<file path="config.mk">
export PLATFORM = sky130hd
export DESIGN_NAME = converter_startup_sequencer
export DESIGN_NICKNAME = d
export VERILOG_FILES = /design/src/rtl/core/css_pkg.sv /design/src/rtl/core/css_next_state.sv /design/src/rtl/core/converter_startup_sequencer.sv
export SDC_FILE = /design/constraint.sdc
export NUM_CORES = 1
export LEC_CHECK = 0
export ABC_AREA = 1
export BUFFER_PORTS_ARGS = -buffer_cell sky130_fd_sc_hd__buf_2
export CAP_MARGIN = 0
export CORE_MARGIN = 1.5
export CORE_UTILIZATION = 30
export CTS_BUF_LIST = sky130_fd_sc_hd__clkbuf_4
export DETAILED_ROUTE_END_ITERATION = 10
export SLEW_MARGIN = 30
export SYNTH_ARGS = -nofsm -noshare
export SYNTH_HDL_FRONTEND = slang
export SYNTH_HIERARCHICAL = 1
export SYNTH_SLANG_ARGS = --single-unit
export TNS_END_PERCENT = 30
</file>
<file path="constraint.sdc">
create_clock -name clk -period 3.8 [get_ports clk]
set_clock_uncertainty 0.2 [all_clocks]
set_input_delay 0.95 -clock clk [delete_from_list [all_inputs] [get_ports clk]]
set_output_delay 0.95 -clock clk [all_outputs]
set_load 0.01 [all_outputs]
</file>
<file path="src/rtl/core/css_pkg.sv">
package css_pkg;

  localparam int PHASE_W = 4;
  localparam int FAULT_W = 5;
  localparam int CMD_W   = 14;
  localparam int RES_W   = 2;
  localparam int TQ_W    = 16;
  localparam int LIMIT_W = 15;

  localparam logic [LIMIT_W-1:0] LIMIT_RESET = LIMIT_W'(240);

  // sequence phases
  localparam logic [PHASE_W-1:0] PH_CHIP_INIT    = 4'd0;
  localparam logic [PHASE_W-1:0] PH_INIT         = 4'd1;
  localparam logic [PHASE_W-1:0] PH_INIT_DONE    = 4'd2;
  localparam logic [PHASE_W-1:0] PH_OVP          = 4'd3;
  localparam logic [PHASE_W-1:0] PH_OVP_DONE     = 4'd4;
  localparam logic [PHASE_W-1:0] PH_PREFLUX      = 4'd5;
  localparam logic [PHASE_W-1:0] PH_PREFLUX_DONE = 4'd6;
  localparam logic [PHASE_W-1:0] PH_TQ_OUT       = 4'd7;
  localparam logic [PHASE_W-1:0] PH_TQ_DONE      = 4'd8;
  localparam logic [PHASE_W-1:0] PH_DISCHG       = 4'd9;
  localparam logic [PHASE_W-1:0] PH_DISCHG_DONE  = 4'd10;
  localparam logic [PHASE_W-1:0] PH_FAULT        = 4'd11;

  // host command bit positions
  localparam int CMD_OVP_EN    = 1;
  localparam int CMD_CLEAR     = 3;
  localparam int CMD_OPEN      = 4;
  localparam int CMD_OPEN_HL   = 5;
  localparam int CMD_PREFLUX   = 6;
  localparam int CMD_TQ_EN     = 7;
  localparam int CMD_TQ_FIN    = 8;
  localparam int CMD_STOP      = 9;
  localparam int CMD_STOP_DONE = 10;
  localparam int CMD_START_AGN = 11;
  localparam int CMD_RESTART   = 12;
  localparam int CMD_HW_DONE   = 13;

  // fault flag bit positions
  localparam int FLT_PHASE   = 0;
  localparam int FLT_INIT    = 1;
  localparam int FLT_OVP     = 2;
  localparam int FLT_PREFLUX = 3;
  localparam int FLT_DISCHG  = 4;

  // tri-state test results; anything else reads as pending
  localparam logic [RES_W-1:0] RES_FAIL = 2'd0;
  localparam logic [RES_W-1:0] RES_OK   = 2'd1;

  typedef struct packed {
    logic [PHASE_W-1:0] phase;
    logic [FAULT_W-1:0] faults;
    logic               init_ready;
  } state_t;

  typedef struct packed {
    logic [CMD_W-1:0]      host_command;
    logic                  init_fault;
    logic [RES_W-1:0]      ovp_test_result;
    logic [RES_W-1:0]      preflux_result;
    logic [RES_W-1:0]      discharge_result;
    logic signed [TQ_W-1:0] torque_command;
  } tick_t;

endpackage

</file>
<file path="src/rtl/core/css_next_state.sv">
module css_next_state (
  input  css_pkg::state_t                    cur,
  input  css_pkg::tick_t                     tick,
  input  logic [css_pkg::LIMIT_W-1:0]        torque_finish_limit,
  output css_pkg::state_t                    nxt
);
  import css_pkg::*;

  logic [TQ_W:0]        tq_mag;
  logic                 tq_small;
  logic                 open;
  logic                 dflt;
  logic [CMD_W-1:0]     cmd;
  logic [PHASE_W-1:0]   ph;
  logic [FAULT_W-1:0]   flt;
  logic                 rdy;

  assign cmd = tick.host_command;
  assign open = cmd[CMD_OPEN] | cmd[CMD_OPEN_HL];
  assign dflt = cur.faults[FLT_DISCHG];

  // 17-bit magnitude so that the most negative value never passes
  assign tq_mag = tick.torque_command[TQ_W-1]
                  ? (TQ_W+1)'(0) - {tick.torque_command[TQ_W-1], tick.torque_command}
                  : {1'b0, tick.torque_command};
  assign tq_small = tq_mag < {{(TQ_W+1-LIMIT_W){1'b0}}, torque_finish_limit};

  always_comb begin
    ph  = cur.phase;
    flt = cur.faults;
    rdy = cur.init_ready;
    case (cur.phase)
      PH_INIT: begin
        if (cur.init_ready) begin
          if (!tick.init_fault) begin
            ph = PH_INIT_DONE;
          end else begin
            ph = PH_FAULT;
            flt[FLT_INIT] = 1'b1;
          end
        end
      end
      PH_INIT_DONE: begin
        if (open) ph = PH_DISCHG;
        else if (cmd[CMD_RESTART]) ph = PH_CHIP_INIT;
        else if (cmd[CMD_OVP_EN]) ph = PH_OVP;
      end
      PH_OVP: begin
        if (open) begin
          ph = PH_DISCHG;
        end else if (tick.ovp_test_result == RES_OK) begin
          ph = PH_OVP_DONE;
        end else if (tick.ovp_test_result == RES_FAIL) begin
          ph = PH_FAULT;
          flt[FLT_OVP] = 1'b1;
        end
      end
      PH_OVP_DONE: begin
        if (open) ph = PH_DISCHG;
        else if (cmd[CMD_PREFLUX]) ph = PH_PREFLUX;
      end
      PH_PREFLUX: begin
        if (open) begin
          ph = PH_DISCHG;
        end else if (cmd[CMD_TQ_FIN]) begin
          // refused finish holds the phase
          if (tq_small) ph = PH_TQ_DONE;
        end else if (tick.preflux_result == RES_OK) begin
          ph = PH_PREFLUX_DONE;
        end else if (tick.preflux_result == RES_FAIL) begin
          ph = PH_FAULT;
          flt[FLT_PREFLUX] = 1'b1;
        end
      end
      PH_PREFLUX_DONE: begin
        if (open) begin
          ph = PH_DISCHG;
        end else if (cmd[CMD_TQ_FIN]) begin
          if (tq_small) ph = PH_TQ_DONE;
        end else if (cmd[CMD_TQ_EN]) begin
          ph = PH_TQ_OUT;
        end
      end
      PH_TQ_OUT: begin
        if (open) begin
          ph = PH_DISCHG;
        end else if (cmd[CMD_TQ_FIN]) begin
          if (tq_small) ph = PH_TQ_DONE;
        end
      end
      PH_TQ_DONE: begin
        if (open) ph = PH_DISCHG;
        else if (cmd[CMD_START_AGN]) ph = PH_INIT_DONE;
        else if (cmd[CMD_STOP]) ph = PH_OVP_DONE;
        else if (cmd[CMD_PREFLUX]) ph = PH_PREFLUX;
      end
      PH_DISCHG: begin
        if (tick.discharge_result == RES_OK) begin
          ph = PH_DISCHG_DONE;
        end else if (tick.discharge_result == RES_FAIL) begin
          ph = PH_FAULT;
          flt[FLT_DISCHG] = 1'b1;
        end
      end
      PH_DISCHG_DONE: begin
        if (cmd[CMD_STOP_DONE] | cmd[CMD_START_AGN]) ph = PH_INIT_DONE;
      end
      PH_FAULT: begin
        if (dflt && cmd[CMD_OPEN_HL]) begin
          ph = PH_DISCHG_DONE;
          flt[FLT_DISCHG] = 1'b0;
        end else if (open && !dflt) begin
          ph = PH_DISCHG;
          flt[FLT_PREFLUX] = 1'b0;
          flt[FLT_OVP] = 1'b0;
        end else if (cmd[CMD_TQ_FIN] && !dflt) begin
          ph = PH_TQ_DONE;
        end else if (cmd[CMD_RESTART]) begin
          ph = PH_CHIP_INIT;
        end
      end
      PH_CHIP_INIT: begin
        flt = '0;
        rdy = 1'b0;
        if (cmd[CMD_HW_DONE]) ph = PH_INIT;
      end
      default: begin
        // invalid phase code: hold and flag it
        flt[FLT_PHASE] = 1'b1;
      end
    endcase
    if (cmd[CMD_CLEAR]) flt = '0;
    if (ph == PH_INIT) rdy = 1'b1;
  end

  assign nxt.phase      = ph;
  assign nxt.faults     = flt;
  assign nxt.init_ready = rdy;

endmodule

</file>
<file path="src/rtl/core/converter_startup_sequencer.sv">
// Converter startup sequencer.
//
// Input channel (in_valid/in_ready) carries one supervisory tick: host
// command word, init fault flag, OVP/preflux/discharge results and the
// torque command. Output channel (out_valid/out_ready) returns, for every
// tick, the new phase, the fault flags and the inverter enable.
// The torque finish limit is written through cfg_write_en/cfg_write_data;
// the user must do so only while the block is idle; it is not enforced.
//
// A tick passes the input register, then the state register that
// also drives the outputs. Throughput: one tick per cycle while the
// receiver does not stall; the phase transition is a single pass of logic
// between the two registers.
//
// Reset: phase chip init, faults and init ready clear, limit 240, both
// stages empty. When the receiver stalls, the result holds and one more
// tick waits in the input register; in_ready then drops until out_ready.
module converter_startup_sequencer (
  input  logic                               clk,
  input  logic                               rst,
  input  logic                               cfg_write_en,
  input  logic [css_pkg::LIMIT_W-1:0]        cfg_write_data,
  input  logic                               in_valid,
  output logic                               in_ready,
  input  logic [css_pkg::CMD_W-1:0]          host_command,
  input  logic                               init_fault,
  input  logic [css_pkg::RES_W-1:0]          ovp_test_result,
  input  logic [css_pkg::RES_W-1:0]          preflux_result,
  input  logic [css_pkg::RES_W-1:0]          discharge_result,
  input  logic signed [css_pkg::TQ_W-1:0]    torque_command,
  output logic                               out_valid,
  input  logic                               out_ready,
  output logic [css_pkg::PHASE_W-1:0]        phase,
  output logic [css_pkg::FAULT_W-1:0]        fault_flags,
  output logic                               inverter_enable
);
  import css_pkg::*;

  logic [LIMIT_W-1:0] torque_finish_limit;
  logic               tick_valid;
  tick_t              tick;
  state_t             state;
  state_t             state_next;
  logic               advance;

  assign advance  = tick_valid & (~out_valid | out_ready);
  assign in_ready = ~tick_valid | advance;

  always_ff @(posedge clk) begin
    if (rst) begin
      torque_finish_limit <= LIMIT_RESET;
    end else if (cfg_write_en) begin
      torque_finish_limit <= cfg_write_data;
    end
  end

  always_ff @(posedge clk) begin
    if (rst) begin
      tick_valid <= 1'b0;
    end else if (in_ready) begin
      tick_valid <= in_valid;
    end
  end

  always_ff @(posedge clk) begin
    if (in_valid && in_ready) begin
      tick.host_command     <= host_command;
      tick.init_fault       <= init_fault;
      tick.ovp_test_result  <= ovp_test_result;
      tick.preflux_result   <= preflux_result;
      tick.discharge_result <= discharge_result;
      tick.torque_command   <= torque_command;
    end
  end

  css_next_state u_next (
    .cur                 (state),
    .tick                (tick),
    .torque_finish_limit (torque_finish_limit),
    .nxt                 (state_next)
  );

  // state register doubles as the result register
  always_ff @(posedge clk) begin
    if (rst) begin
      state     <= '{phase: PH_CHIP_INIT, faults: '0, init_ready: 1'b0};
      out_valid <= 1'b0;
    end else begin
      if (advance) state <= state_next;
      if (advance) out_valid <= 1'b1;
      else if (out_ready) out_valid <= 1'b0;
    end
  end

  assign phase           = state.phase;
  assign fault_flags     = state.faults;
  assign inverter_enable = (state.phase == PH_PREFLUX) |
                           (state.phase == PH_PREFLUX_DONE) |
                           (state.phase == PH_TQ_OUT);

  // a transfer into the state register always shows up as a result
  assert property (@(posedge clk) disable iff (rst) advance |=> out_valid)
    else $error("result lost after state update");

  // state only moves together with a tick leaving the input register
  assert property (@(posedge clk) disable iff (rst)
    !advance |=> $stable(state))
    else $error("state changed without a tick transfer");

  // a stalled result keeps the waiting tick in the input register
  assert property (@(posedge clk) disable iff (rst)
    (tick_valid && out_valid && !out_ready) |=> tick_valid)
    else $error("waiting tick dropped during output stall");

  // only phase codes of the sequence are ever reached
  assert property (@(posedge clk) disable iff (rst) state.phase <= PH_FAULT)
    else $error("phase left the sequence");

endmodule
</file>
; After elaboration in Yosys (flattened, before gate mapping)
; Cells that the tools add are included.
[op_classes]
reduce_logical = 22
order_cmp = 1
n_bitwise = 9
muxes = 57
n_eq_ne = 30
addsub = 1
[ops]
columns = cell, n
row1 = 4-bit two-way mux, 31
row2 = 4-bit one-hot mux with 12 select lines, 1
row3 = 3-bit inequality test (second input constant), 9
row4 = 17-bit by 15-bit < comparator with 1-bit output, 1
row5 = 17-bit two-way mux, 1
row6 = 1-bit by 16-bit subtractor with 17-bit output (first input constant), 1
row7 = 4-bit by 3-bit == test with 1-bit output (second input constant), 4
row8 = 4-bit == test (second input constant), 4
row9 = 1-bit two-way mux, 16
row10 = 3-bit by 2-bit inequality test with 1-bit output (second input constant), 5
row11 = 4-bit nonzero test, 3
row12 = 11-bit OR reduction, 1
row13 = 1-bit one-hot mux with 3 select lines, 3
row14 = 4-bit by 1-bit == test with 1-bit output (second input constant), 2
row15 = 4-bit by 2-bit == test with 1-bit output (second input constant), 2
row16 = 8-bit AND reduction, 1
row17 = 7-bit AND reduction, 1
row18 = 2-bit by 1-bit == test with 1-bit output (second input constant), 3
row19 = 2-bit logical NOT, 3
row20 = 1-bit OR, 6
row21 = 5-bit two-way mux, 1
row22 = 5-bit AND reduction, 1
row23 = 1-bit logical AND, 4
row24 = 4-bit logical NOT, 1
row25 = 10 further kinds, 15
[totals]
in_bits = 57
reg_bits = 64
out_inout_bits = 12

; Longest topological paths before layout
; Gate-level depths: netlist (run 1).
[depth]
word_depth = 10
ltp_mapped = 31
depth_no_buf = 30

; Hierarchy
; Netlist (run 1), hierarchy kept.
[by_module_without_submodules]
columns = module, area_each_um2, cells_per_inst, seq_area_each_um2, n_inst
row1 = converter_startup_sequencer, 2240.9, 189, 1651.6, 1
row2 = css_next_state, 1526.5, 295, 0.0, 1

; Least setup slack after synthesis (run 1)
; OpenSTA, ideal clock, no wires.
[synth_timing]
kind = reg2reg
startpoint = register, netlist name tick[1]
endpoint = register state[0] in the netlist's numbering
arrival_ps = 2939
setup_time_ps = 115
n_path_buf = 1
stages_incl_launch_ff = 32
setup_slack_ps = 546
synth_period_minus_slack_ps = 3254
path_cell_list = edfxtp_1 inv_1 ha_1 inv_1 nor2_1 inv_1 nor3_1 inv_1 nor3_1 nand3_1 nand2_1 nand2_1 xor2_1 ha_1 nand2_1 o21ai_0 nand3_1 nand2_1 inv_1 nand2_2 nand2_1 nand2_1 nand2_1 nand2_1 nand2_1 nand3_1 nand2_1 buf_4 inv_1 nand3_1 nand2_1 nor2_1
[synth_via]
word_cells_on_any_way = 15
classes_between = add/sub: 1 / order compare: 1 / eq/ne: 1 / mux: 10 / reduce/logical: 2
[synth_lines]
columns = element, line_no
row1 = 1-bit by 16-bit subtractor with 17-bit output, css_next_state.sv:24  ; ? (TQ_W+1)'(0) - {tick.torque_command[TQ_W-1], tick.torque_command}
row2 = 17-bit two-way mux (*), css_next_state.sv:24
row3 = 17-bit by 15-bit < comparator with 1-bit output (*), css_next_state.sv:26  ; assign tq_small = tq_mag < {{(TQ_W+1-LIMIT_W){1'b0}}, torque_finish_limit};
row4 = 4-bit two-way mux (*), "css_next_state.sv:67, css_next_state.sv:79, css_next_state.sv:88"
row5 = 4-bit two-way mux (on tied branches), "css_next_state.sv:87, css_next_state.sv:65, css_next_state.sv:78"
row6 = 4-bit two-way mux (on tied branches), "css_next_state.sv:85, css_next_state.sv:63, css_next_state.sv:76"
row7 = 4-bit one-hot mux with 12 select lines (*), css_next_state.sv:32  ; case (cur.phase)
row8 = 4-bit by 1-bit == test with 1-bit output (*), css_next_state.sv:133  ; if (ph == PH_INIT) rdy = 1'b1;
row9 = 1-bit two-way mux (*), css_next_state.sv:133
row10 = named net u_next.rdy, css_next_state.sv:16  ; logic rdy;
row11 = "end signal, assigned", converter_startup_sequencer.sv:86  ; state <= '{phase: PH_CHIP_INIT, faults: '0, init_ready: 1'b0};
row12 = "end signal, assigned", converter_startup_sequencer.sv:89  ; if (advance) state <= state_next;
row13 = "end, declared", converter_startup_sequencer.sv:42  ; state_t state;
; Mark *: on every way through the listed nets, which the timed path passes. The rest lies on a longest branch.
; A chain may end at the register's enable or synchronous reset.

==> results of run 1 <==
==> cell usage in the layout, fill, tap and decap left out, types with 2 or more instances in the layout <==
cell type and count:
o21bai_1 2, nor2_1 68, a21oi_1 31, ha_1 14, a21oi_2 3, o21ai_1 3
nand4_1 3, o21ai_0 36, nor2_2 3, xnor2_1 4, nand3_1 28, nand2_1 83
clkbuf_4 11, o211ai_1 2, nor2_4 7, xor2_1 8, o31ai_1 2, buf_2 66
inv_2 13, or2_2 2, clkinv_2 3, nand2_2 10, dfxtp_1 27, buf_4 4
inv_1 61, edfxtp_1 35, nor3_1 5
==> tightest hold or removal path, stage by stage, from the launching register on <==
cell     delay, ns
dfxtp_1       0.34
nand2_1       0.06
nand3_1       0.05
==> power by group through the flow <==
stage                     Combinational [mW]  Clock (mW)  Sequential [mW]
final                                  0.304       0.391            0.797
after global routing                   0.349       0.436            0.805
after CTS                              0.293       0.412            0.797
after detailed placement               0.291           0            0.812
after global placement                 0.285           0            0.811
after floorplan                        0.229           0            0.792
==> through the flow <==
stage | utilization (%) | hold slack, ns | setup slack, ns | power (mW) | setup TNS (ns)
final | 35.6 | 0.268 | 0.215 | 1.49 | 0
after global routing | 35.6 | 0.320 | -0.192 | 1.59 | -0.230
after CTS | 34.8 | 0.272 | 0.0958 | 1.50 | 0
after detailed placement | 33.9 | 0.248 | 0.125 | 1.10 | 0
after global placement | 33.9 | 0.247 | 0.227 | 1.10 | 0
after floorplan | - | 0.229 | 0.546 | 1.02 | 0
==> worst max-delay path by stage <==
stage | slack (ns) | from | endpoint
2_1_floorplan | 0.55 | tick[1] | state[0]
3_3_place_gp | 0.23 | tick[0] | state[0]
3_5_place_dp | 0.13 | tick[1] | state[0]
4_1_cts | 0.1 | tick[1] | state[0]
5_1_grt | -0.19 | tick[1] | state[0]
6_report | 0.22 | tick[1] | state[0]
==> per-layer routing <==
layer  wire length [um]  share of wire (%)
met3                570                6.1
met1               4020                 43
met2               4580                 49
met5                  0                  0
met4                154                1.7
==> cell type report <==
| cell class | instances | area share (%) |
|---|---|---|
| Multi-Input combinational cell | 324 | 40.5 |
| Sequential cell | 62 | 37.3 |
| Timing Repair Buffer | 71 | 8.70 |
| Inverter | 75 | 6.65 |
| Tap cell | 147 | 4.31 |
| Clock buffer | 11 | 1.93 |
| Clock inverter | 5 | 0.615 |
==> flip-flops by register name, summed over array words and instances (netlist names) <==
| register | cells |
|---|---|
| fault_flags | 5 |
| out_valid | 1 |
| tick_valid | 1 |
| state | 1 |
| tick | 35 |
| phase | 4 |
| torque_finish_limit | 15 |
==> repair_timing <==
item                                    CTS  global route
setup buffers                             0             4
gates resized for setup                   0            20
endpoints found under the setup margin    0             5
==> flow_summary.ini, run 1 <==
[run_status]
status = complete, no violations

[layout]
design_area_mm2 = 0.00427
fillCellCount = 1275
areaGrowthSynthToFinish_pct = 15.2
regArea_mm2 = 0.00159
multi_input_area_mm2 = 0.00173
final_cells = 695
drive_above_1_share_pct = 23.7
fin_nets = 615
antennaDiodeCount = 0

[critical_path]
cp.buffers_inverters = 8
start_kind = flip-flop
critPathMostFrequentCell = nand2_1
r2r_cells = 31
crit_path_end_kind = flip-flop
r2r_setup_slack_ns = 0.22
critical-path-max-stage-delay_ns = 0.42
crit_slowest_cell = edfxtp_1
crit_path_max_fanout = 4
r2r_start = tick[1]
crit_required_ns = 3.99
cp.depth = 31
critical_path_class = reg -> reg
r2r-end = state[0]
crit_arrival_ns = 3.77
cp_top_family = simple AND/OR/NAND/NOR gates

[routing]
vias = 3283
post_drt_wl_per_cell_um = 13.4
route.final.wire_length_mm = 9.32
first_pass_iters = 4
drt_iter0_markers = 138
avgViaCountPerCell = 4.72
drc = 0
postRouteAntennaNets = 0

[logic_synthesis]
synth_warnings = 6
synth_nets = 554
syn_inst = 482
avgSynthCellArea_um2 = 7.69
syn_area_mm2 = 0.00371

[placement]
io_buffers = 66
dpl-instance-area_mm2 = 0.00407
dp_cells = 675
gp_congestion = 0.894
dp.final_hpwl_mm = 6.92

[power_and_ir_drop]
p_comb_share_pct = 20.4
power_frac_clock_pct = 26.2
p_int_mw = 1.02
ir_worst_vdd_uv = 194
swShare_pct = 31.7
power_frac_seq_pct = 53.4
power.leakage_nw = 1.95
p_per_area_mw_per_mm2 = 349
switching_power_mw = 0.472

[cts]
root_buffer = clkbuf_4
cts_tree = done
insertion_delay_ns = 0.44
cts.sinks = 62
postCtsHoldBufs = 0
clock_path_buffers = 2
cts-buffers-inserted = 9
cts_htree_levels = 3
clk_pin_slew_ns = 0.11

[timing]
final_hold_viol_count = 0
fin_crit_sh_pct = 94.3
drv_slew = 0
period_needed_ns = 3.58
finalSetupViolations = 0
maxSlewHeadroom_pct = 51.7
grt_setup_unrepaired = true
max_freq_ghz = 0.279
max_slew.worst_pin.slew_ns = 0.724

[global_route]
grtUsageTotal_pct = 15.0
grt_use_met1_pct = 17.2
grt_pass1_wl_mm = 15.0
busiest_layer = met2
antenna_found_initial = 0
grt_pass1_vias = 3228
grt.met3_usage_pct = 4.66
use_met2_pct = 26.2
grt.overflow.total = 0
grt_start_max_net_pins = 36

[run]
cap_violations = 0

[floorplan]
rows = 40
io_pins = 69
core-area_mm2 = 0.0120
initial_core_util_pct = 30.9
die_w_um = 114
die-area_mm2 = 0.0130
die_y_um = 114

[worst_hold_path]
hp-start = torque_finish_limit[6]
holdPathStages = 2
hold_end = torque_finish_limit[6]
hp-class = reg -> reg
No activity file was read; power rests on OpenSTA's default activity.
==> run 2, diff against run 1 <==
Settings changed: BUFFER_PORTS_ARGS -buffer_cell sky130_fd_sc_hd__buf_2 to -buffer_cell sky130_fd_sc_hd__buf_4.
==> run 2 against run 1 <==
Global-route usage is 0.66 points higher. Sequential power hardly changed. Clock-buffer cell count stayed put. Sequential cell count stayed put. Core utilization is 1.3 points higher. Wire length is 0.84% higher. Largest power group unchanged.
==> flow_summary.ini, run 2 (synthesized netlist as in run 1, its figures left out) <==
[run_status]
status = complete, no violations

[timing]
period_needed_ns = 3.56
final_hold_viol_count = 0
drv_slew = 0
max_freq_ghz = 0.281
finalSetupViolations = 0
maxSlewHeadroom_pct = 50.0
grt_setup_unrepaired = true
max_slew.worst_pin.slew_ns = 0.749
fin_crit_sh_pct = 93.6
fin_setup_tns_ns = 0

[critical_path]
r2r_setup_slack_ns = 0.24
crit_slowest_cell = edfxtp_1
crit_path_end_kind = flip-flop
critical_path_class = reg -> reg
critPathMostFrequentCell = nand2_1
crit_path_max_fanout = 4
start_kind = flip-flop
crit_required_ns = 3.99
critical-path-max-stage-delay_ns = 0.42
crit_arrival_ns = 3.75

[routing]
drt_iter0_markers = 137
drc = 0
avgViaCountPerCell = 4.74
vias = 3288
route.final.wire_length_mm = 9.40
first_pass_iters = 4
post_drt_wl_per_cell_um = 13.5
postRouteAntennaNets = 0

[layout]
fin_util_pct = 36.9
fin_nets = 614
final_cell_mix = nand2_1, buf_4, nor2_1
final_common_cell = nand2_1
design_area_mm2 = 0.00443
fillCellCount = 1280
largest_register_ffs = 35
regArea_mm2 = 0.00159
multi_input_area_mm2 = 0.00174
drive_above_1_share_pct = 23.8
areaGrowthSynthToFinish_pct = 19.5
antennaDiodeCount = 0
top_register = tick

[worst_hold_path]
hp-class = reg -> reg

[run]
cap_violations = 0

[floorplan]
die_w_um = 114
die-area_mm2 = 0.0130
rows = 40
core-area_mm2 = 0.0120
initial_core_util_pct = 30.9
io_pins = 69
die_y_um = 114

[global_route]
grtUsageTotal_pct = 15.7
grt_pass1_vias = 3378
grt_pass1_wl_mm = 15.6
grt.overflow.total = 0
antenna_found_initial = 0
grt_start_max_net_pins = 36

[placement]
dpl-instance-area_mm2 = 0.00424
dp.final_hpwl_mm = 7.05
gp_congestion = 0.877
io_buffers = 66

[cts]
root_buffer = clkbuf_4
postCtsHoldBufs = 0
insertion_delay_ns = 0.45
cts-buffers-inserted = 9
cts_htree_levels = 3
cts_tree = done
cts.sinks = 62
clk_pin_slew_ns = 0.11
clock_path_buffers = 2

[power_and_ir_drop]
ir_worst_vdd_uv = 207
power.leakage_nw = 2.00
p_per_area_mw_per_mm2 = 342
[run 2: cell types whose count changed in the layout (fill, tap and decap cells not counted)]
| cell | delta |
|---|---|
| xor2_1 | -1 |
| inv_1 | -1 |
| buf_4 | +66 |
| a21oi_1 | +1 |
| nand2_2 | -1 |
| a21oi_2 | -1 |
| inv_2 | +2 |
| buf_6 | -1 |
| xor2_2 | +1 |
| buf_2 | -66 |
| inv_4 | -1 |
| nand2_4 | +1 |
[run 2: where the power goes]
group	internal, mW	leakage (nW)	switching (mW)	total (mW)
sequential	0.754	0.566	0.0440	0.798
clock	0.143	0.0641	0.252	0.395
combinational	0.141	1.37	0.183	0.324
total	1.04	2.00	0.479	1.52
[run 2: path summary, 6_finish.rpt]
check	to	cells after the start	start
worst max-delay path	state[0]	29	tick[1]
worst min-delay path	torque_finish_limit[7]	2	torque_finish_limit[7]
worst max register to register	state[0]	29	tick[1]
worst min register to register	torque_finish_limit[7]	2	torque_finish_limit[7]
[run 2: routing by layer]
layer  wire, um  track usage, %
met3        479            3.49
met5          0               0
met1       4060            17.7
met2       4620            27.3
met4        246            8.83
[run 2: what timing repair did]
| item | CTS | global route |
|---|---|---|
| gates resized for setup | 0 | 20 |
| buffers inserted | 0 | 3 |
| endpoints found under the setup margin | 0 | 5 |
[run 2: cell type report]
cell class                 count  area share, %
clock buffer                  11           1.86
clock inverter                 5          0.593
inverter                      75           6.35
multi-input combinational    324           39.3
sequential                    62           35.9
tap                          147           4.15
timing repair buffer          70           11.9
[run 2: critical path: cells and delay by family (launching register included)]
family | cells | cell delay [ns]
flops | 1 | 0.42
buf+inv | 6 | 0.34
simple gates | 18 | 1.61
fa+ha+maj | 2 | 0.46
compound gates | 2 | 0.30
xor+xnor | 1 | 0.16
[run 2: stage by stage]
step | hold slack [ns] | worst slack [ns] | instances | total power, mW
after floorplan | 0.229 | 0.546 | 482 | 1.02
after global placement | 0.245 | 0.259 | 675 | 1.12
after detailed placement | 0.250 | 0.134 | 675 | 1.12
after CTS | 0.279 | 0.103 | 691 | 1.53
after global routing | 0.314 | -0.0875 | 694 | 1.62
final | 0.278 | 0.242 | 694 | 1.52
